`src/rtl/sts_pkg.sv`:
```
// Shared types and constants of the script token scanner.
// Used by sts_scan_step and script_token_scanner; depends on nothing.
package sts_pkg;

	localparam int OFFSET_BITS = 24;
	localparam int LENGTH_BITS = 16;
	localparam int LINE_BITS   = 16;
	localparam int KIND_BITS   = 6;
	localparam int RES_MAX     = 3;

	localparam int OUT_BITS  = KIND_BITS + OFFSET_BITS + LENGTH_BITS + LINE_BITS;
	localparam int OUT_BYTES = (OUT_BITS + 7) / 8;
	localparam int OUT_TDATA = OUT_BYTES * 8;

	typedef enum logic [KIND_BITS-1:0] {
		K_VAR, K_LOOP, K_QUESTION, K_SEMI, K_LBRACE, K_RBRACE, K_LPAREN, K_RPAREN,
		K_RSQUARE, K_DOT, K_COMMA, K_PIPE, K_AND, K_CARET, K_PLUS, K_STAR,
		K_PERCENT, K_NULL, K_EQ, K_EQEQ, K_BANG, K_BANGEQ, K_COLON, K_TRUE,
		K_FALSE, K_LESS, K_LESSEQ, K_RETURN, K_READ, K_READBOOL, K_READNUM,
		K_SLASH, K_UPTRI, K_BSLASH, K_DOWNTRI, K_MINUS, K_ARROW, K_GREATER,
		K_GREATEREQ, K_GT2, K_GT3, K_LSQUARE, K_TABLE, K_IDENT, K_INT, K_FLOAT,
		K_STRING, K_ERR_STR, K_ERR_CHAR, K_EOF
	} kind_t;

	typedef enum logic [4:0] {
		M_IDLE, M_SLASH, M_COMMENT, M_IDENT, M_NUM, M_NUMDOT, M_FLOAT, M_STRING,
		M_BANG, M_EQ, M_BSLASH, M_MINUS, M_COLON, M_LESS, M_GT, M_GT2,
		M_LSQ, M_LSQHASH
	} mode_t;

	typedef struct packed {
		mode_t                  mode;
		logic [OFFSET_BITS-1:0] pos;
		logic [OFFSET_BITS-1:0] start;
		logic [LENGTH_BITS-1:0] count;
		logic [LINE_BITS-1:0]   line;
	} scan_state_t;

	typedef struct packed {
		kind_t                  kind;
		logic [OFFSET_BITS-1:0] offset;
		logic [LENGTH_BITS-1:0] length;
		logic [LINE_BITS-1:0]   line;
	} result_t;

endpackage

```
`src/rtl/script_token_scanner.sv`:
```
// Script token scanner top level: byte stream in, token stream out.
// Depends on sts_pkg and sts_scan_step.
// A token is offered on the output in the cycle after the byte that completes it is taken.
// Throughput: one byte per cycle while the output accepts; a byte that closes k tokens
// (k up to 3) stalls the input while the buffer drains, one beat a cycle while m_tready is high.
// Reset (arst_n low): no token pending, offset 0, line 1, result buffer empty.
// A zero byte emits EOF and returns the scanner to no token pending, offset 0, line 1.
module script_token_scanner (
	input  logic                          clk,
	input  logic                          arst_n,
	input  logic                          s_tvalid,
	output logic                          s_tready,
	input  logic [7:0]                    s_tdata,  // text_byte
	output logic                          m_tvalid,
	input  logic                          m_tready,
	output logic [sts_pkg::OUT_TDATA-1:0] m_tdata,  // token_kind, start_offset, token_length, line_number, pad
	output logic                          m_tlast   // last_of_run
);

	localparam int PAD_BITS = sts_pkg::OUT_TDATA - sts_pkg::OUT_BITS;

	sts_pkg::scan_state_t state_q, state_next;
	sts_pkg::result_t     step_res [sts_pkg::RES_MAX];
	sts_pkg::result_t     res_s1   [sts_pkg::RES_MAX];
	sts_pkg::result_t     out_res;
	logic [1:0]           step_count, rem_q, idx_q;
	logic                 step_end, accept, pop;

	sts_scan_step u_step (
		.text_byte (s_tdata),
		.cur       (state_q),
		.nxt       (state_next),
		.res       (step_res),
		.res_count (step_count),
		.ended     (step_end)
	);

	assign m_tvalid = rem_q != 2'd0;
	assign m_tlast  = rem_q == 2'd1;
	assign pop      = m_tvalid && m_tready;
	assign s_tready = (rem_q == 2'd0) || (rem_q == 2'd1 && m_tready);
	assign accept   = s_tvalid && s_tready;
	assign out_res  = res_s1[idx_q];
	assign m_tdata  = {PAD_BITS'(0), out_res.line, out_res.length, out_res.offset,
		out_res.kind};

	always_ff @(posedge clk or negedge arst_n) begin
		if (!arst_n) begin
			state_q <= '{mode: sts_pkg::M_IDLE, pos: '0, start: '0, count: '0,
				line: sts_pkg::LINE_BITS'(1)};
			rem_q   <= 2'd0;
			idx_q   <= 2'd0;
		end else if (accept) begin
			state_q <= state_next;
			rem_q   <= step_count;
			idx_q   <= 2'd0;
		end else if (pop) begin
			rem_q <= rem_q - 2'd1;
			idx_q <= idx_q + 2'd1;
		end
	end

	always_ff @(posedge clk) begin
		if (accept) begin
			res_s1 <= step_res;
		end
	end

	assert property (@(posedge clk) disable iff (!arst_n)
		(rem_q == 2'd2 || rem_q == 2'd3) |-> !s_tready)
		else $error("input taken while results still queued");

	assert property (@(posedge clk) disable iff (!arst_n)
		m_tvalid |-> ({1'b0, idx_q} + {1'b0, rem_q} <= 3'd3))
		else $error("result buffer index out of range");

	assert property (@(posedge clk) disable iff (!arst_n)
		(accept && s_tdata == 8'd0) |=>
		(state_q.pos == '0 && state_q.line == sts_pkg::LINE_BITS'(1) &&
		state_q.mode == sts_pkg::M_IDLE && m_tvalid))
		else $error("end of text did not restart scanner");

endmodule

```
`src/rtl/sts_scan_step.sv`:
```
// Next-state and token logic for one source byte: up to three results per beat.
// Depends on sts_pkg.
module sts_scan_step (
	input  logic [7:0]           text_byte,
	input  sts_pkg::scan_state_t cur,
	output sts_pkg::scan_state_t nxt,
	output sts_pkg::result_t     res [sts_pkg::RES_MAX],
	output logic [1:0]           res_count,
	output logic                 ended
);

	localparam int LB = sts_pkg::LENGTH_BITS;

	function automatic logic [LB-1:0] sat_add(input logic [LB-1:0] a, input logic [1:0] d);
		logic [LB:0] sum;
		sum = {1'b0, a} + (LB+1)'(d);
		return sum[LB] ? {LB{1'b1}} : sum[LB-1:0];
	endfunction

	logic alpha_byte, digit_byte, is_alnum;
	assign alpha_byte = (text_byte >= "a" && text_byte <= "z") ||
		(text_byte >= "A" && text_byte <= "Z") || text_byte == "_";
	assign digit_byte = text_byte >= "0" && text_byte <= "9";
	assign is_alnum   = alpha_byte || digit_byte;

	// scan of a byte with no token pending
	logic                f_emit, f_begin, f_nl, f_end;
	sts_pkg::kind_t      f_kind;
	sts_pkg::mode_t      f_mode;
	logic [LB-1:0]       f_len;

	always_comb begin
		f_emit  = 1'b0;
		f_begin = 1'b0;
		f_nl    = 1'b0;
		f_end   = 1'b0;
		f_kind  = sts_pkg::K_ERR_CHAR;
		f_mode  = sts_pkg::M_IDLE;
		f_len   = LB'(1);
		if (text_byte == 8'd0) begin
			f_emit = 1'b1;
			f_kind = sts_pkg::K_EOF;
			f_len  = '0;
			f_end  = 1'b1;
		end else if (text_byte == " " || text_byte == "\t" || text_byte == 8'h0D) begin
			f_emit = 1'b0;
		end else if (text_byte == "\n") begin
			f_nl = 1'b1;
		end else if (alpha_byte) begin
			f_begin = 1'b1;
			f_mode  = sts_pkg::M_IDENT;
		end else if (digit_byte) begin
			f_begin = 1'b1;
			f_mode  = sts_pkg::M_NUM;
		end else begin
			f_emit = 1'b1;
			case (text_byte)
				"$": f_kind = sts_pkg::K_VAR;
				"@": f_kind = sts_pkg::K_LOOP;
				"?": f_kind = sts_pkg::K_QUESTION;
				";": f_kind = sts_pkg::K_SEMI;
				"{": f_kind = sts_pkg::K_LBRACE;
				"}": f_kind = sts_pkg::K_RBRACE;
				"(": f_kind = sts_pkg::K_LPAREN;
				")": f_kind = sts_pkg::K_RPAREN;
				"]": f_kind = sts_pkg::K_RSQUARE;
				".": f_kind = sts_pkg::K_DOT;
				",": f_kind = sts_pkg::K_COMMA;
				"|": f_kind = sts_pkg::K_PIPE;
				"&": f_kind = sts_pkg::K_AND;
				"^": f_kind = sts_pkg::K_CARET;
				"+": f_kind = sts_pkg::K_PLUS;
				"*": f_kind = sts_pkg::K_STAR;
				"%": f_kind = sts_pkg::K_PERCENT;
				"#": f_kind = sts_pkg::K_NULL;
				"/": begin f_emit = 1'b0; f_begin = 1'b1; f_mode = sts_pkg::M_SLASH; end
				"!": begin f_emit = 1'b0; f_begin = 1'b1; f_mode = sts_pkg::M_BANG; end
				"=": begin f_emit = 1'b0; f_begin = 1'b1; f_mode = sts_pkg::M_EQ; end
				"\\": begin f_emit = 1'b0; f_begin = 1'b1; f_mode = sts_pkg::M_BSLASH; end
				"-": begin f_emit = 1'b0; f_begin = 1'b1; f_mode = sts_pkg::M_MINUS; end
				":": begin f_emit = 1'b0; f_begin = 1'b1; f_mode = sts_pkg::M_COLON; end
				"<": begin f_emit = 1'b0; f_begin = 1'b1; f_mode = sts_pkg::M_LESS; end
				">": begin f_emit = 1'b0; f_begin = 1'b1; f_mode = sts_pkg::M_GT; end
				"[": begin f_emit = 1'b0; f_begin = 1'b1; f_mode = sts_pkg::M_LSQ; end
				"\"": begin f_emit = 1'b0; f_begin = 1'b1; f_mode = sts_pkg::M_STRING; end
				default: f_kind = sts_pkg::K_ERR_CHAR;
			endcase
		end
	end

	// pending-token close: slot 0 = pending token, slot 1 = split-off dot or hash
	logic           e0_v, e1_v, do_fresh, nl;
	sts_pkg::kind_t e0_kind, e1_kind;
	logic [LB-1:0]  e0_len;
	sts_pkg::mode_t m_next;
	logic [LB-1:0]  cnt_next;
	logic [sts_pkg::OFFSET_BITS-1:0] prev_pos;
	sts_pkg::result_t r0, r1, rf;

	assign prev_pos = cur.pos - sts_pkg::OFFSET_BITS'(1);

	always_comb begin
		e0_v     = 1'b0;
		e1_v     = 1'b0;
		do_fresh = 1'b0;
		nl       = 1'b0;
		e0_kind  = sts_pkg::K_ERR_CHAR;
		e1_kind  = sts_pkg::K_DOT;
		e0_len   = LB'(1);
		m_next   = cur.mode;
		cnt_next = cur.count;
		unique case (cur.mode)
			sts_pkg::M_SLASH: begin
				if (text_byte == "/") begin
					m_next = sts_pkg::M_COMMENT;
				end else if (text_byte == "\\") begin
					e0_v = 1'b1; e0_kind = sts_pkg::K_UPTRI; e0_len = LB'(2);
					m_next = sts_pkg::M_IDLE;
				end else begin
					e0_v = 1'b1; e0_kind = sts_pkg::K_SLASH; do_fresh = 1'b1;
				end
			end
			sts_pkg::M_COMMENT: begin
				if (text_byte == "\n") begin
					nl = 1'b1; m_next = sts_pkg::M_IDLE;
				end else if (text_byte == 8'd0) begin
					do_fresh = 1'b1;
				end
			end
			sts_pkg::M_IDENT: begin
				if (is_alnum) begin
					cnt_next = sat_add(cur.count, 2'd1);
				end else begin
					e0_v = 1'b1; e0_kind = sts_pkg::K_IDENT; e0_len = cur.count;
					do_fresh = 1'b1;
				end
			end
			sts_pkg::M_NUM: begin
				if (digit_byte) begin
					cnt_next = sat_add(cur.count, 2'd1);
				end else if (text_byte == ".") begin
					m_next = sts_pkg::M_NUMDOT;
				end else begin
					e0_v = 1'b1; e0_kind = sts_pkg::K_INT; e0_len = cur.count;
					do_fresh = 1'b1;
				end
			end
			sts_pkg::M_NUMDOT: begin
				if (digit_byte) begin
					cnt_next = sat_add(cur.count, 2'd2);
					m_next   = sts_pkg::M_FLOAT;
				end else begin
					e0_v = 1'b1; e0_kind = sts_pkg::K_INT; e0_len = cur.count;
					e1_v = 1'b1; e1_kind = sts_pkg::K_DOT;
					do_fresh = 1'b1;
				end
			end
			sts_pkg::M_FLOAT: begin
				if (digit_byte) begin
					cnt_next = sat_add(cur.count, 2'd1);
				end else begin
					e0_v = 1'b1; e0_kind = sts_pkg::K_FLOAT; e0_len = cur.count;
					do_fresh = 1'b1;
				end
			end
			sts_pkg::M_STRING: begin
				if (text_byte == 8'd0) begin
					e0_v = 1'b1; e0_kind = sts_pkg::K_ERR_STR; e0_len = cur.count;
					do_fresh = 1'b1;
				end else begin
					cnt_next = sat_add(cur.count, 2'd1);
					if (text_byte == "\"") begin
						e0_v = 1'b1; e0_kind = sts_pkg::K_STRING; e0_len = cnt_next;
						m_next = sts_pkg::M_IDLE;
					end else if (text_byte == "\n") begin
						nl = 1'b1;
					end
				end
			end
			sts_pkg::M_BANG, sts_pkg::M_EQ: begin
				e0_v = 1'b1;
				if (text_byte == "=") begin
					e0_kind = (cur.mode == sts_pkg::M_BANG) ? sts_pkg::K_BANGEQ : sts_pkg::K_EQEQ;
					e0_len  = LB'(2);
					m_next  = sts_pkg::M_IDLE;
				end else begin
					e0_kind  = (cur.mode == sts_pkg::M_BANG) ? sts_pkg::K_BANG : sts_pkg::K_EQ;
					do_fresh = 1'b1;
				end
			end
			sts_pkg::M_BSLASH: begin
				e0_v = 1'b1;
				if (text_byte == "/") begin
					e0_kind = sts_pkg::K_DOWNTRI; e0_len = LB'(2); m_next = sts_pkg::M_IDLE;
				end else begin
					e0_kind = sts_pkg::K_BSLASH; do_fresh = 1'b1;
				end
			end
			sts_pkg::M_MINUS: begin
				e0_v = 1'b1;
				if (text_byte == ">") begin
					e0_kind = sts_pkg::K_ARROW; e0_len = LB'(2); m_next = sts_pkg::M_IDLE;
				end else begin
					e0_kind = sts_pkg::K_MINUS; do_fresh = 1'b1;
				end
			end
			sts_pkg::M_COLON: begin
				e0_v = 1'b1;
				if (text_byte == ")") begin
					e0_kind = sts_pkg::K_TRUE; e0_len = LB'(2); m_next = sts_pkg::M_IDLE;
				end else if (text_byte == "(") begin
					e0_kind = sts_pkg::K_FALSE; e0_len = LB'(2); m_next = sts_pkg::M_IDLE;
				end else begin
					e0_kind = sts_pkg::K_COLON; do_fresh = 1'b1;
				end
			end
			sts_pkg::M_LESS: begin
				e0_v   = 1'b1;
				e0_len = LB'(2);
				m_next = sts_pkg::M_IDLE;
				case (text_byte)
					"=": e0_kind = sts_pkg::K_LESSEQ;
					"~": e0_kind = sts_pkg::K_RETURN;
					"<": e0_kind = sts_pkg::K_READ;
					"?": e0_kind = sts_pkg::K_READBOOL;
					"#": e0_kind = sts_pkg::K_READNUM;
					default: begin
						e0_kind  = sts_pkg::K_LESS;
						e0_len   = LB'(1);
						m_next   = cur.mode;
						do_fresh = 1'b1;
					end
				endcase
			end
			sts_pkg::M_GT: begin
				if (text_byte == ">") begin
					m_next = sts_pkg::M_GT2;
				end else if (text_byte == "=") begin
					e0_v = 1'b1; e0_kind = sts_pkg::K_GREATEREQ; e0_len = LB'(2);
					m_next = sts_pkg::M_IDLE;
				end else begin
					e0_v = 1'b1; e0_kind = sts_pkg::K_GREATER; do_fresh = 1'b1;
				end
			end
			sts_pkg::M_GT2: begin
				e0_v = 1'b1;
				if (text_byte == ">") begin
					e0_kind = sts_pkg::K_GT3; e0_len = LB'(3); m_next = sts_pkg::M_IDLE;
				end else begin
					e0_kind = sts_pkg::K_GT2; e0_len = LB'(2); do_fresh = 1'b1;
				end
			end
			sts_pkg::M_LSQ: begin
				if (text_byte == "#") begin
					m_next = sts_pkg::M_LSQHASH;
				end else begin
					e0_v = 1'b1; e0_kind = sts_pkg::K_LSQUARE; do_fresh = 1'b1;
				end
			end
			sts_pkg::M_LSQHASH: begin
				e0_v = 1'b1;
				if (text_byte == "]") begin
					e0_kind = sts_pkg::K_TABLE; e0_len = LB'(3); m_next = sts_pkg::M_IDLE;
				end else begin
					e0_kind = sts_pkg::K_LSQUARE;
					e1_v = 1'b1; e1_kind = sts_pkg::K_NULL;
					do_fresh = 1'b1;
				end
			end
			default: do_fresh = 1'b1;
		endcase
	end

	logic ef_v, nl_all;

	assign ef_v   = do_fresh && f_emit;
	assign nl_all = nl || (do_fresh && f_nl);
	assign ended  = do_fresh && f_end;

	always_comb begin
		r0 = '{kind: e0_kind, offset: cur.start, length: e0_len, line: cur.line};
		r1 = '{kind: e1_kind, offset: prev_pos, length: LB'(1), line: cur.line};
		rf = '{kind: f_kind, offset: cur.pos, length: f_len, line: cur.line};
		res[0] = e0_v ? r0 : rf;
		res[1] = e1_v ? r1 : rf;
		res[2] = rf;
		res_count = 2'(e0_v) + 2'(e1_v) + 2'(ef_v);
	end

	always_comb begin
		if (ended) begin
			nxt = '{mode: sts_pkg::M_IDLE, pos: '0, start: '0, count: '0,
				line: sts_pkg::LINE_BITS'(1)};
		end else begin
			nxt.mode  = do_fresh ? f_mode : m_next;
			nxt.pos   = cur.pos + sts_pkg::OFFSET_BITS'(1);
			nxt.start = (do_fresh && f_begin) ? cur.pos : cur.start;
			nxt.count = (do_fresh && f_begin) ? LB'(1) : cnt_next;
			nxt.line  = (nl_all && !(&cur.line)) ? cur.line + sts_pkg::LINE_BITS'(1) : cur.line;
		end
	end

endmodule
```
`config.mk`:
```
export PLATFORM = sky130hd
export DESIGN_NAME = script_token_scanner
export DESIGN_NICKNAME = d
export VERILOG_FILES = /design/src/rtl/sts_pkg.sv /design/src/rtl/script_token_scanner.sv /design/src/rtl/sts_scan_step.sv
export SDC_FILE = /design/constraint.sdc
export NUM_CORES = 1
export LEC_CHECK = 0
export ABC_AREA = 1
export BUFFER_PORTS_ARGS = -buffer_cell sky130_fd_sc_hd__buf_2
export CAP_MARGIN = 20
export CELL_PAD_IN_SITES_DETAIL_PLACEMENT = 1
export CELL_PAD_IN_SITES_GLOBAL_PLACEMENT = 1
export CORE_MARGIN = 5
export CORE_UTILIZATION = 47
export DETAILED_ROUTE_END_ITERATION = 16
export GPL_TIMING_DRIVEN = 0
export PLACE_DENSITY = 0.78
export SLEW_MARGIN = 20
export SYNTH_ARGS = -nofsm -noshare
export SYNTH_HDL_FRONTEND = slang
export SYNTH_SLANG_ARGS = --single-unit
```
`constraint.sdc`:
```
create_clock -name clk -period 13.65 [get_ports clk]
set_input_delay 1.365 -clock clk [delete_from_list [all_inputs] [get_ports clk]]
set_output_delay 1.365 -clock clk [all_outputs]
set_load 0.02 [all_outputs]
```
# Word-level counts from Yosys, hierarchy flattened
# Index checks and enable logic that the tools add are counted.
# word_totals
register_bits,275
output_inout_bits,67
input_bits,12
word_cells,279
# op_classes
reduce_logical,39
bitwise,1
muxes,135
order_cmp,7
addsub,9
eq_ne,69
# op_table
operator,n
$mux 16,16
$mux 62,4
$pmux 16 s13,1
$eq 8x6->1 const B,21
$mux 5,30
$bmux 62 s2,1
$pmux 6 s18,1
$pmux 6 s15,1
$mux 85,1
$eq 8x7->1 const B,10
$mux 6,13
$pmux 5 s13,1
$pmux 16 s4,1
$pmux 5 s10,1
$eq 5x4->1 const B,8
$mux 1,38
$ne 4x2->1 const B,9
$mux 2,15
$add 24x1->24 const B,1
$eq 8x4->1 const B,3
$mux 24,1
$sub 24x1->24 const B,1
$eq 5x3->1 const B,4
$add 16x1->17 const B,1
other kinds (42),77

# Longest topological paths before layout
# Gate-level depths: netlist of run 1.
# depth
depth_word,12
depth_mapped,19
mapped_depth_nobuf,17

# Modules after synthesis
# From an unflattened synthesis of run 1, not the netlist that was laid out.
# hier_totals
hier_cells,2295
area_unflattened_um2,17151.4
# by_module_without_submodules
mod,n_inst,seq_area_each_um2,cells_per_inst,area_each_um2
script_token_scanner,1,7813.7,926,10558.9
sts_scan_step,1,0.0,1369,6592.6

# Worst setup path before layout of run 1
# Ideal clock, no wire load.
# synth_timing
kind,input-to-reg
start,input port m_tready
end,register rem_q[1]
path_buffers,1
setup_time_ns,0.330
path_slack_ns,7.407
t_required_ns,13.320
arrival_time_ns,5.913
cell_stages,6
path_cell_list,nand2_1 -> nand2_1 -> nand2_1 -> clkinv_1 -> clkbuf_1 -> o21ai_0
# synth_via
elab_chain_len,4
elab_cells_between_ends,6
classes_between,mux (1); reduce/logical (5)
# synth_lines
item,line,rtl
"start, declared",script_token_scanner.sv:15,"input logic m_tready,"
$logic_and 1x1->1 *,script_token_scanner.sv:41,assign s_tready = (rem_q == 2'd0) || (rem_q == 2'd1 && m_tready);
$logic_or 1x1->1 *,script_token_scanner.sv:41,
net s_tready,script_token_scanner.sv:12,"output logic s_tready,"
$logic_and 1x1->1 *,script_token_scanner.sv:42,assign accept = s_tvalid && s_tready;
net accept,script_token_scanner.sv:27,"logic step_end, accept, pop;"
$mux 2 or $reduce_bool 2->1 (tied branches),--,
"end signal, assigned",script_token_scanner.sv:55,rem_q <= step_count;
"end signal, assigned",script_token_scanner.sv:58,rem_q <= rem_q - 2'd1;
"end, declared",script_token_scanner.sv:26,"logic [1:0] step_count, rem_q, idx_q;"
# The timed path passes the listed nets; every way through them passes the cells marked *.
# A chain may end at the register's enable or synchronous reset.

# Worst setup path in the final report of run 1
# layout_timing
start,register idx_q[0]
end,output port m_tdata[10] in the netlist's numbering
# layout_via
elab_chain_len,4
# layout_lines
item,line,rtl
"start, declared",script_token_scanner.sv:26,
"start signal, assigned",script_token_scanner.sv:59,idx_q <= idx_q + 2'd1;
$not 2->3 (not written as such),script_token_scanner.sv:43,assign out_res = res_s1[idx_q];
$bmux 62 s2,script_token_scanner.sv:43,
$mux 62 (not written as such) (2 in a row),script_token_scanner.sv:43,
"end, declared",script_token_scanner.sv:16,"output logic [sts_pkg::OUT_TDATA-1:0] m_tdata,"
# No other way between the ends. The select of a mux whose other input is x is not followed.

==> impl_results.md, run 1 <==
- EDFF count, synth: between 100 and 150
- Worst skew pair latency: 0.53 ns
- HPWL after DPL: about 31 mm
- Yosys reg bits: 213
- Number of clock buffers inserted by TritonCTS: 24
- Count of nets after finishing: about 1,600
- Unrepaired setup endpoints after global routing: no
- Die footprint: 0.0291 mm²
- Net switching power: 1.33 mW
- Portion of total power attributed to sequential cells: 0.329
- Wire length of the first global-routing pass: 66.3 mm
- Syn Area/Cell: 8.09 µm²
- Leading cell types by total area after synthesis: sky130_fd_sc_hd__edfxtp_1 31%, sky130_fd_sc_hd__dfrtp_1 18%, sky130_fd_sc_hd__nand2_1 8.3%
- First-pass iteration count of the detailed router: 5
- Slew Viols, Final: 0
- Yosys warns: 0
- Hold Crit Start: state_q[61]$_DFFE_PN0P_
- Worst R2R Path Depth: 12
- Pre-CTS setup slack: 9.13 ns
- Sink of the worst hold path: res_s1[37]$_DFFE_PP_
- Leakage power summed over all cells: 6.01 nW
- Critical Path Start Type: flip-flop
- Post-CTS sizing: 0
- Vias after detailed routing: between 10,000 and 15,000
- Endpoints failing hold: 0
- Effective utilization at floorplan: 0.479
- Worst max-slew margin expressed relative to the limit: 0.472
- Hold-fix buffers at CTS: 0
- Max Used Layer: met4
- Count of standard-cell rows: 58
- Number of buffers inserted by post-CTS setup repair: 0
- Number of fill cells: slightly above 3,000
- Critical Setup Path Class: flip-flop to output pin
- Arrival time at the worst endpoint: 2.84 ns
- Highest achievable clock rate: 238 MHz
- Count of mapped cells out of synthesis: 1,499
- Post-synthesis to final-layout area growth: 14.0%
- Number of global-route vias before repair: 12,109
- Met2 wire len: 21.4 mm
- Total power density per cell area: 217 mW/mm²
- Area share of the leading cell type in the synthesized netlist: 0.307
- H-tree depth reported by CTS: 1
- # Max-Cap Violations: 0
- Terminus of the critical flop-to-flop path: rem_q[0]$_DFFE_PN0P_
- Routed Wire Length: 41.5 mm
- Total of buffers placed on input and output ports: 75
- Fraction of synthesis flops using an asynchronous set or reset pin: 0.418
- Flip-flop and latch area: between 0.005 and 0.006 mm²
- Total congestion overflow: 0
- Hold Path Class: flip-flop to flip-flop
- Largest net degree at the start of global routing: 57
- Vias per std cell: 5.76
- Required time reported for the critical path endpoint: 12.28 ns
- Setup_tns: 0 ns
- Die Y: 171 µm
- Number of antenna repair diodes: 0
- Proportion of total power due to net switching: 0.443
- Largest voltage drop on the vdd net: 0.135 mV
- Chip Width: 171 µm
- Comb power frac: 0.446
- Iteration-0 DRC Markers: about 740
- Setup skew after layout: 0.0154 ns
- Clock sinks: 213
- Worst Setup Slack, final: 9.45 ns
- Commonest cells in the synthesized netlist: 268 x sky130_fd_sc_hd__nand2_1, 248 x sky130_fd_sc_hd__nor2_1, 163 x sky130_fd_sc_hd__inv_1, 124 x sky130_fd_sc_hd__edfxtp_1, 108 x sky130_fd_sc_hd__nand3_1
- Total core area: 0.0253 mm²
- Origin of the critical flop-to-flop path: state_q[84]$_DFFE_PN0P_
- Run status: complete, no violations
- Total setup violations reported at the end of the flow: 0
- Routed Antenna Nets: 0
- Clock share of power: 0.225
- Area used by multi-input combinational logic: 0.00521 mm²
- Total I/O pin count: 79
- Share of cells above drive strength 1: 0.112
- Maximum buffer depth of the clock tree: 3
- Sequential area share after synthesis: 0.491
- Routed wire length on met3: around 1.7 mm
- CTS tree: built
- Post-layout minimum cycle time: 4.20 ns
- Root cell of the clock tree: sky130_fd_sc_hd__clkbuf_16
- Total GRT Usage: 0.287
- Ys flop type: sky130_fd_sc_hd__edfxtp_1
- Clock Pin Slew Worst Setup and Hold Paths: 0.06 ns
- Reg2reg setup slack: ~10 ns
- DRC violations left: 0
- Hold-critical path depth: 0
- Critical Path Sink Type: output pin
- Drt wl/cell: 21.3 µm
- Global placer's final weighted congestion: 0.948
- Worst slew pin tran: 0.793 ns
- Internal: 1.67 mW
- Cell area after synthesis: approximately 0.012 mm²
- Library cell occupying the most area in the post-synthesis netlist: sky130_fd_sc_hd__edfxtp_1
- Library cells used by synthesis: 50
- Biggest fanout along the worst timing path: 10
- Antenna violations before repair: 0
- M1 WL: between 15 and 20 mm
- Part of the cycle the worst path needs: 0.308
- Cell with the most instances after synthesis: sky130_fd_sc_hd__nand2_1
kinds of logic after synthesis:
kind of cell,synth area share
compound gates,0.121
xor+xnor,0.0282
fa+ha+maj,0.00887
buf+inv,0.0796
flops,0.491
other cells,0.000309
simple gates,0.271
metrics by stage:
| step | cells | util | hold slack [ns] | area (µm²) | total power [mW] |
|---|---|---|---|---|---|
| after CTS | 1952 | 0.546 | 0.447 | 13800 | 3.01 |
| after global placement | 1905 | 0.510 | 0.430 | 12900 | 2.28 |
| after floorplan | 1500 | - | 0.423 | 12100 | 1.84 |
| after detailed placement | 1908 | 0.514 | 0.434 | 13000 | 2.32 |
| final | 1952 | 0.546 | 0.447 | 13800 | 3.00 |
| after global routing | 1952 | 0.546 | 0.460 | 13800 | 3.17 |
critical path: stages, from the launching register on:
cell	delay (ns)
sky130_fd_sc_hd__dfrtp_1	0.36
sky130_fd_sc_hd__clkbuf_1	0.21
sky130_fd_sc_hd__clkinv_1	0.16
sky130_fd_sc_hd__clkbuf_1	0.47
sky130_fd_sc_hd__buf_1	0.56
sky130_fd_sc_hd__nand3_1	0.16
sky130_fd_sc_hd__o31ai_1	0.16
sky130_fd_sc_hd__buf_2	0.24
power groups by stage:
stage          Sequential (mW)  Clock [mW]  Combinational, mW
2_1_floorplan            0.979           0              0.857
3_5_place_dp             0.995           0               1.33
3_3_place_gp              1.01           0               1.27
4_1_cts                  0.987       0.685               1.34
5_1_grt                   1.00       0.714               1.45
6_report                 0.988       0.674               1.34
flip-flops by register name (all words and copies together) (netlist names):
signal / count
res_s1: 124
state_q: 85
idx_q: 2
rem_q: 2
worst max path at each step:
stage	cells past startpoint	start	to	slack, ns
2_1_floorplan	6	m_tready	rem_q[1]$_DFFE_PN0P_	7.41
3_3_place_gp	7	m_tready	rem_q[1]$_DFFE_PN0P_	5.52
3_5_place_dp	13	s_tdata[6]	rem_q[0]$_DFFE_PN0P_	9.13
4_1_cts	7	idx_q[0]$_DFFE_PN0P_	m_tdata[10]	9.38
5_1_grt	7	idx_q[0]$_DFFE_PN0P_	m_tdata[10]	9.27
6_report	7	idx_q[0]$_DFFE_PN0P_	m_tdata[10]	9.45
per-layer routing:
metal  GRT usage  vias to the layer above
li1            -                     5261
met1       0.358                     5605
met5           0                        -
met4      0.0969                        0
met3      0.0280                       93
met2       0.523                      285
placed cells by master, fill, tap and decap left out, types with 3 or more instances in the layout:
cell,instances
sky130_fd_sc_hd__clkbuf_1,45
sky130_fd_sc_hd__o2111ai_1,8
sky130_fd_sc_hd__nor2_1,248
sky130_fd_sc_hd__bufinv_16,4
sky130_fd_sc_hd__o21ai_0,93
sky130_fd_sc_hd__o211ai_1,5
sky130_fd_sc_hd__nand2_2,7
sky130_fd_sc_hd__clkinv_2,5
sky130_fd_sc_hd__nor4_1,14
sky130_fd_sc_hd__xor2_1,37
sky130_fd_sc_hd__nand2_1,268
sky130_fd_sc_hd__dfrtp_1,88
sky130_fd_sc_hd__buf_2,84
sky130_fd_sc_hd__a21oi_1,28
sky130_fd_sc_hd__o22ai_1,16
sky130_fd_sc_hd__edfxtp_1,124
sky130_fd_sc_hd__nand2_4,3
sky130_fd_sc_hd__nor2_2,14
sky130_fd_sc_hd__o31ai_1,57
sky130_fd_sc_hd__ha_1,7
sky130_fd_sc_hd__buf_4,5
sky130_fd_sc_hd__inv_2,12
sky130_fd_sc_hd__or2_1,11
sky130_fd_sc_hd__nand4_1,24
sky130_fd_sc_hd__buf_1,4
sky130_fd_sc_hd__a22o_1,3
sky130_fd_sc_hd__clkbuf_16,24
sky130_fd_sc_hd__nor3_1,46
sky130_fd_sc_hd__a211oi_1,4
sky130_fd_sc_hd__o21ai_1,18
sky130_fd_sc_hd__buf_6,5
sky130_fd_sc_hd__clkinv_1,3
sky130_fd_sc_hd__nand3_1,108
sky130_fd_sc_hd__buf_16,3
sky130_fd_sc_hd__inv_1,163
layout make-up:
type	count	share of cell area
Buffer	63	0.0218
Clock buffer	30	0.0451
Clock inverter	14	0.0140
Inverter	178	0.0483
Multi-Input combinational cell	1046	0.377
Sequential cell	213	0.430
Tap cell	330	0.0299
Timing Repair Buffer	78	0.0336
Power figures use the tool's default switching activity.
==> inputs of run 2 (changes only) <==
--- a/config.mk
+++ b/config.mk
@@ -5,16 +5,16 @@
 export SDC_FILE = /design/constraint.sdc
 export NUM_CORES = 1
 export LEC_CHECK = 0
-export ABC_AREA = 1
+export ABC_AREA = 0
 export BUFFER_PORTS_ARGS = -buffer_cell sky130_fd_sc_hd__buf_2
 export CAP_MARGIN = 20
 export CELL_PAD_IN_SITES_DETAIL_PLACEMENT = 1
 export CELL_PAD_IN_SITES_GLOBAL_PLACEMENT = 1
 export CORE_MARGIN = 5
-export CORE_UTILIZATION = 47
+export CORE_UTILIZATION = 44
 export DETAILED_ROUTE_END_ITERATION = 16
 export GPL_TIMING_DRIVEN = 0
-export PLACE_DENSITY = 0.78
+export PLACE_DENSITY = 0.73
 export SLEW_MARGIN = 20
 export SYNTH_ARGS = -nofsm -noshare
 export SYNTH_HDL_FRONTEND = slang
==> constraint.sdc (replaced) <==
create_clock -name clk -period 3.6 [get_ports clk]
set_input_delay 0.36 -clock clk [delete_from_list [all_inputs] [get_ports clk]]
set_output_delay 0.36 -clock clk [all_outputs]
set_load 0.02 [all_outputs]
==> run 2 against run 1 <==
Wire length is 4.3% lower. Utilization is 3.8 points lower. Clock-buffer cell count up 3. First-iteration DRC count increased by 5.6%. Synthesized cell count decreased by 17%. Global-route usage down 3.7 points. Via count fell by 6.8%. Critical path type is now flip-flop to flip-flop. Clock power grew to 3.6 times the previous value. Clock skew up 0.016 ns. Critical endpoint is now state_q[27]$_DFFE_PN0P_.
==> impl_results.md, run 2 <==
- Run status: complete, no violations
- Fraction of synthesis flops using an asynchronous set or reset pin: 0.418
- Wire length of the first global-routing pass: 62.3 mm
- Worst setup path startpoint: rem_q[0]$_DFFE_PN0P_
- Routed Wire Length: about 40 mm
- Clock share of power: 0.228
- Register with the highest flop count: res_s1
- First-pass iteration count of the detailed router: 5
- Root cell of the clock tree: sky130_fd_sc_hd__clkbuf_16
- Routed Antenna Nets: 0
- Adder and majority cell fraction of the synthesized area: 0.00875
- Reg2reg setup slack: between 0.08 and 0.09 ns
- Setup skew after layout: around 0.031 ns
- Total of buffers placed on input and output ports: 75
- Critical Path Start Type: flip-flop
- Part of the cycle the worst path needs: 0.976
- Main combinational cell family by area after synthesis: simple AND/OR/NAND/NOR gates
- Origin of the critical flop-to-flop path: rem_q[0]$_DFFE_PN0P_
- Chip Width: 177 µm
- Die footprint: 0.0314 mm²
- Post-synthesis to final-layout area growth: 14.5%
- Registers with the most flip-flops: res_s1: 124 flops, state_q: 85 flops
- Flip-flop and latch area: about 0.0060 mm²
- Syn Area/Cell: 9.85 µm²
- CTS tree: built
- Commonest cells in the synthesized netlist: 130 x sky130_fd_sc_hd__nand2_1, 124 x sky130_fd_sc_hd__edfxtp_1, 98 x sky130_fd_sc_hd__o21ai_0, 96 x sky130_fd_sc_hd__nor2_1, 88 x sky130_fd_sc_hd__dfrtp_1
- Most frequent cells in the layout: 130 x sky130_fd_sc_hd__nand2_1, 124 x sky130_fd_sc_hd__edfxtp_1, 97 x sky130_fd_sc_hd__o21ai_0, 94 x sky130_fd_sc_hd__buf_2, 94 x sky130_fd_sc_hd__nor2_1
- Area share of the leading cell type in the synthesized netlist: 0.303
- Most heavily used metal layer in global routing: met2
- Total congestion overflow: 0
- Vias per std cell: ~6
- Proportion of total power due to net switching: 0.417
- Portion of total power attributed to sequential cells: 0.333
- Worst skew pair latency: 0.53 ns
- Maximum buffer depth of the clock tree: 3
- Drt wl/cell: about 23 µm
- Unrepaired setup endpoints after global routing: yes
- Internal: 6.20 mW
- Fraction of met3 tracks used by global routing: 0.0278
- Clock sinks: 213
- Total setup violations reported at the end of the flow: 0
- DRC violations left: 0
- Simple-Gate Fraction of Synth Area: 0.196
- Cell with the most instances after synthesis: sky130_fd_sc_hd__nand2_1
- Critical path capture point: state_q[27]$_DFFE_PN0P_
- Library cells used by synthesis: 92
- Met2 demand-to-capacity share in global routing: 0.436
- Iteration-0 DRC Markers: 779
- H-tree depth reported by CTS: 1
- HPWL after DPL: 28.1 mm
- Number of global-route vias before repair: 10,943
- Hold Path Class: input port to async pin
- Yosys reg bits: 213
- Endpoints failing hold: 0
- Number of antenna repair diodes: 0
- Comb power frac: 0.439
- Number of clock buffers inserted by TritonCTS: 25
- Share of cells above drive strength 1: 0.158
- EDFF count, synth: 124
- Total core area: 0.0277 mm²
- Met1 GRT Util: 0.334
- Total I/O pin count: 79
- Leakage power summed over all cells: 5.54 nW
- Count of nets after finishing: 1,372
- Pre-CTS setup slack: -0.639 ns
- Net switching power: 4.44 mW
- Yosys warns: 0
- Critical Path Sink Type: flip-flop
- Arrival time at the worst endpoint: 3.93 ns
- Ys flop type: sky130_fd_sc_hd__edfxtp_1
- Vias after detailed routing: 10,476
- Final hold slack: 0.318 ns
- Leading cell types by total area after synthesis: sky130_fd_sc_hd__edfxtp_1 30%, sky130_fd_sc_hd__dfrtp_1 18%, sky130_fd_sc_hd__o21ai_0 4.0%
- Worst Setup Slack, final: roughly 0.086 ns
- Synth Area in XOR/XNOR: 0.0378
- Biggest fanout along the worst timing path: 10
- Worst slew pin tran: 1.08 ns
- Count of standard-cell rows: 61
- Die Y: around 180 µm
- Count of mapped cells out of synthesis: 1,248
- Leading cell type in the layout, fill and taps excluded: sky130_fd_sc_hd__nand2_1
- Sequential area share after synthesis: 0.484
- Total power density per cell area: between 700 and 800 mW/mm²
- Number of fill cells: 3,163
- Required time reported for the critical path endpoint: 4.01 ns
- Synth Area in Compound Gates: 0.167
- Library cell occupying the most area in the post-synthesis netlist: sky130_fd_sc_hd__edfxtp_1
- Largest voltage drop on the vdd net: 0.429 mV
- Highest achievable clock rate: ~280 MHz
- Global placer's final weighted congestion: 0.957
- Post-layout minimum cycle time: roughly 3.5 ns
- Largest net degree at the start of global routing: 76
- Number of flip-flops under the largest register name: 124
- Antenna violations before repair: 0
- Worst R2R Path Depth: 8
- Total GRT Usage: 0.251
- Terminus of the critical flop-to-flop path: state_q[27]$_DFFE_PN0P_
- Slew Viols, Final: 0
- # Max-Cap Violations: 0
- Clock Pin Slew Worst Setup and Hold Paths: 0.06 ns
- Critical Setup Path Class: flip-flop to flip-flop
- Worst max-slew margin expressed relative to the limit: 0.273
- Portion of netlist area occupied by mux cells: 0.0588
- Area used by multi-input combinational logic: around 0.0058 mm²
- Effective utilization at floorplan: 0.444
- Cell area after synthesis: between 0.01 and 0.015 mm²
run 2: worst max-delay path, stage by stage (launching register included):
cell,delay (ns)
sky130_fd_sc_hd__dfrtp_1,0.41
sky130_fd_sc_hd__inv_1,0.07
sky130_fd_sc_hd__ha_1,0.18
sky130_fd_sc_hd__a21o_1,0.28
sky130_fd_sc_hd__nand2_1,0.49
sky130_fd_sc_hd__o41ai_2,1.08
sky130_fd_sc_hd__a21o_1,0.36
sky130_fd_sc_hd__buf_6,0.22
sky130_fd_sc_hd__mux2_4,0.31
run 2: area by class of cell:
type | count | share of cell area
plain buffers | 100 | 0.0322
clock buffers | 33 | 0.0487
clock inverters | 13 | 0.00738
inverters | 31 | 0.00827
multi-input cells | 901 | 0.414
flip-flops and latches | 213 | 0.423
well taps | 378 | 0.0336
repair buffers | 80 | 0.0328
run 2: timing repair:
item,in CTS,in global routing
pin swaps,2,0
hold endpoints to repair,37,0
endpoints found under the setup margin,17,36
gates resized for setup,7,10
hold buffers,1,0
buffers inserted,2,0
run 2: metal layers:
layer,part of all wire,vias to the layer above
met5,0,-
met4,0.026,0
met3,0.041,59
met2,0.50,254
met1,0.44,5358
li1,-,4805
run 2: cell families (layout without fill, tap and decap cells):
| group | after synthesis | after routing |
|---|---|---|
| buf+inv | 135 | 257 |
| xor+xnor | 53 | 53 |
| flops | 213 | 213 |
| other cells | 1 | 2 |
| fa+ha+maj | 8 | 8 |
| simple gates | 469 | 469 |
| mux | 67 | 67 |
| compound gates | 302 | 302 |
run 2: worst min-delay path by stage:
stage	slack [ns]	end	depth (start not counted)
finish	0.32	state_q[82]$_DFFE_PN0P_	2
global route	0.35	state_q[82]$_DFFE_PN0P_	2
CTS	0.32	state_q[82]$_DFFE_PN0P_	2
detailed placement	0.31	state_q[82]$_DFFE_PN0P_	1
global placement	0.42	res_s1[47]$_DFFE_PP_	0
floorplan	0.06	idx_q[0]$_DFFE_PN0P_	0
run 2: through the flow:
step	instances	instance area, µm²	power (mW)	utilization	TNS, ns
2_1_floorplan	1249	12300	6.54	-	0
3_3_place_gp	1702	13200	8.05	0.475	-27.43
3_5_place_dp	1704	13200	8.17	0.477	-8.07
4_1_cts	1751	14100	10.7	0.508	0
5_1_grt	1749	14100	11.2	0.508	-0.207
6_report	1749	14100	10.6	0.508	0
run 2: power by group through the flow:
stage | registers, mW | clock network (mW) | logic (mW)
floorplan | 3.47 | 0 | 3.07
global placement | 3.54 | 0 | 4.51
detailed placement | 3.54 | 0 | 4.62
CTS | 3.53 | 2.46 | 4.68
global route | 3.60 | 2.60 | 5.04
finish | 3.55 | 2.43 | 4.67
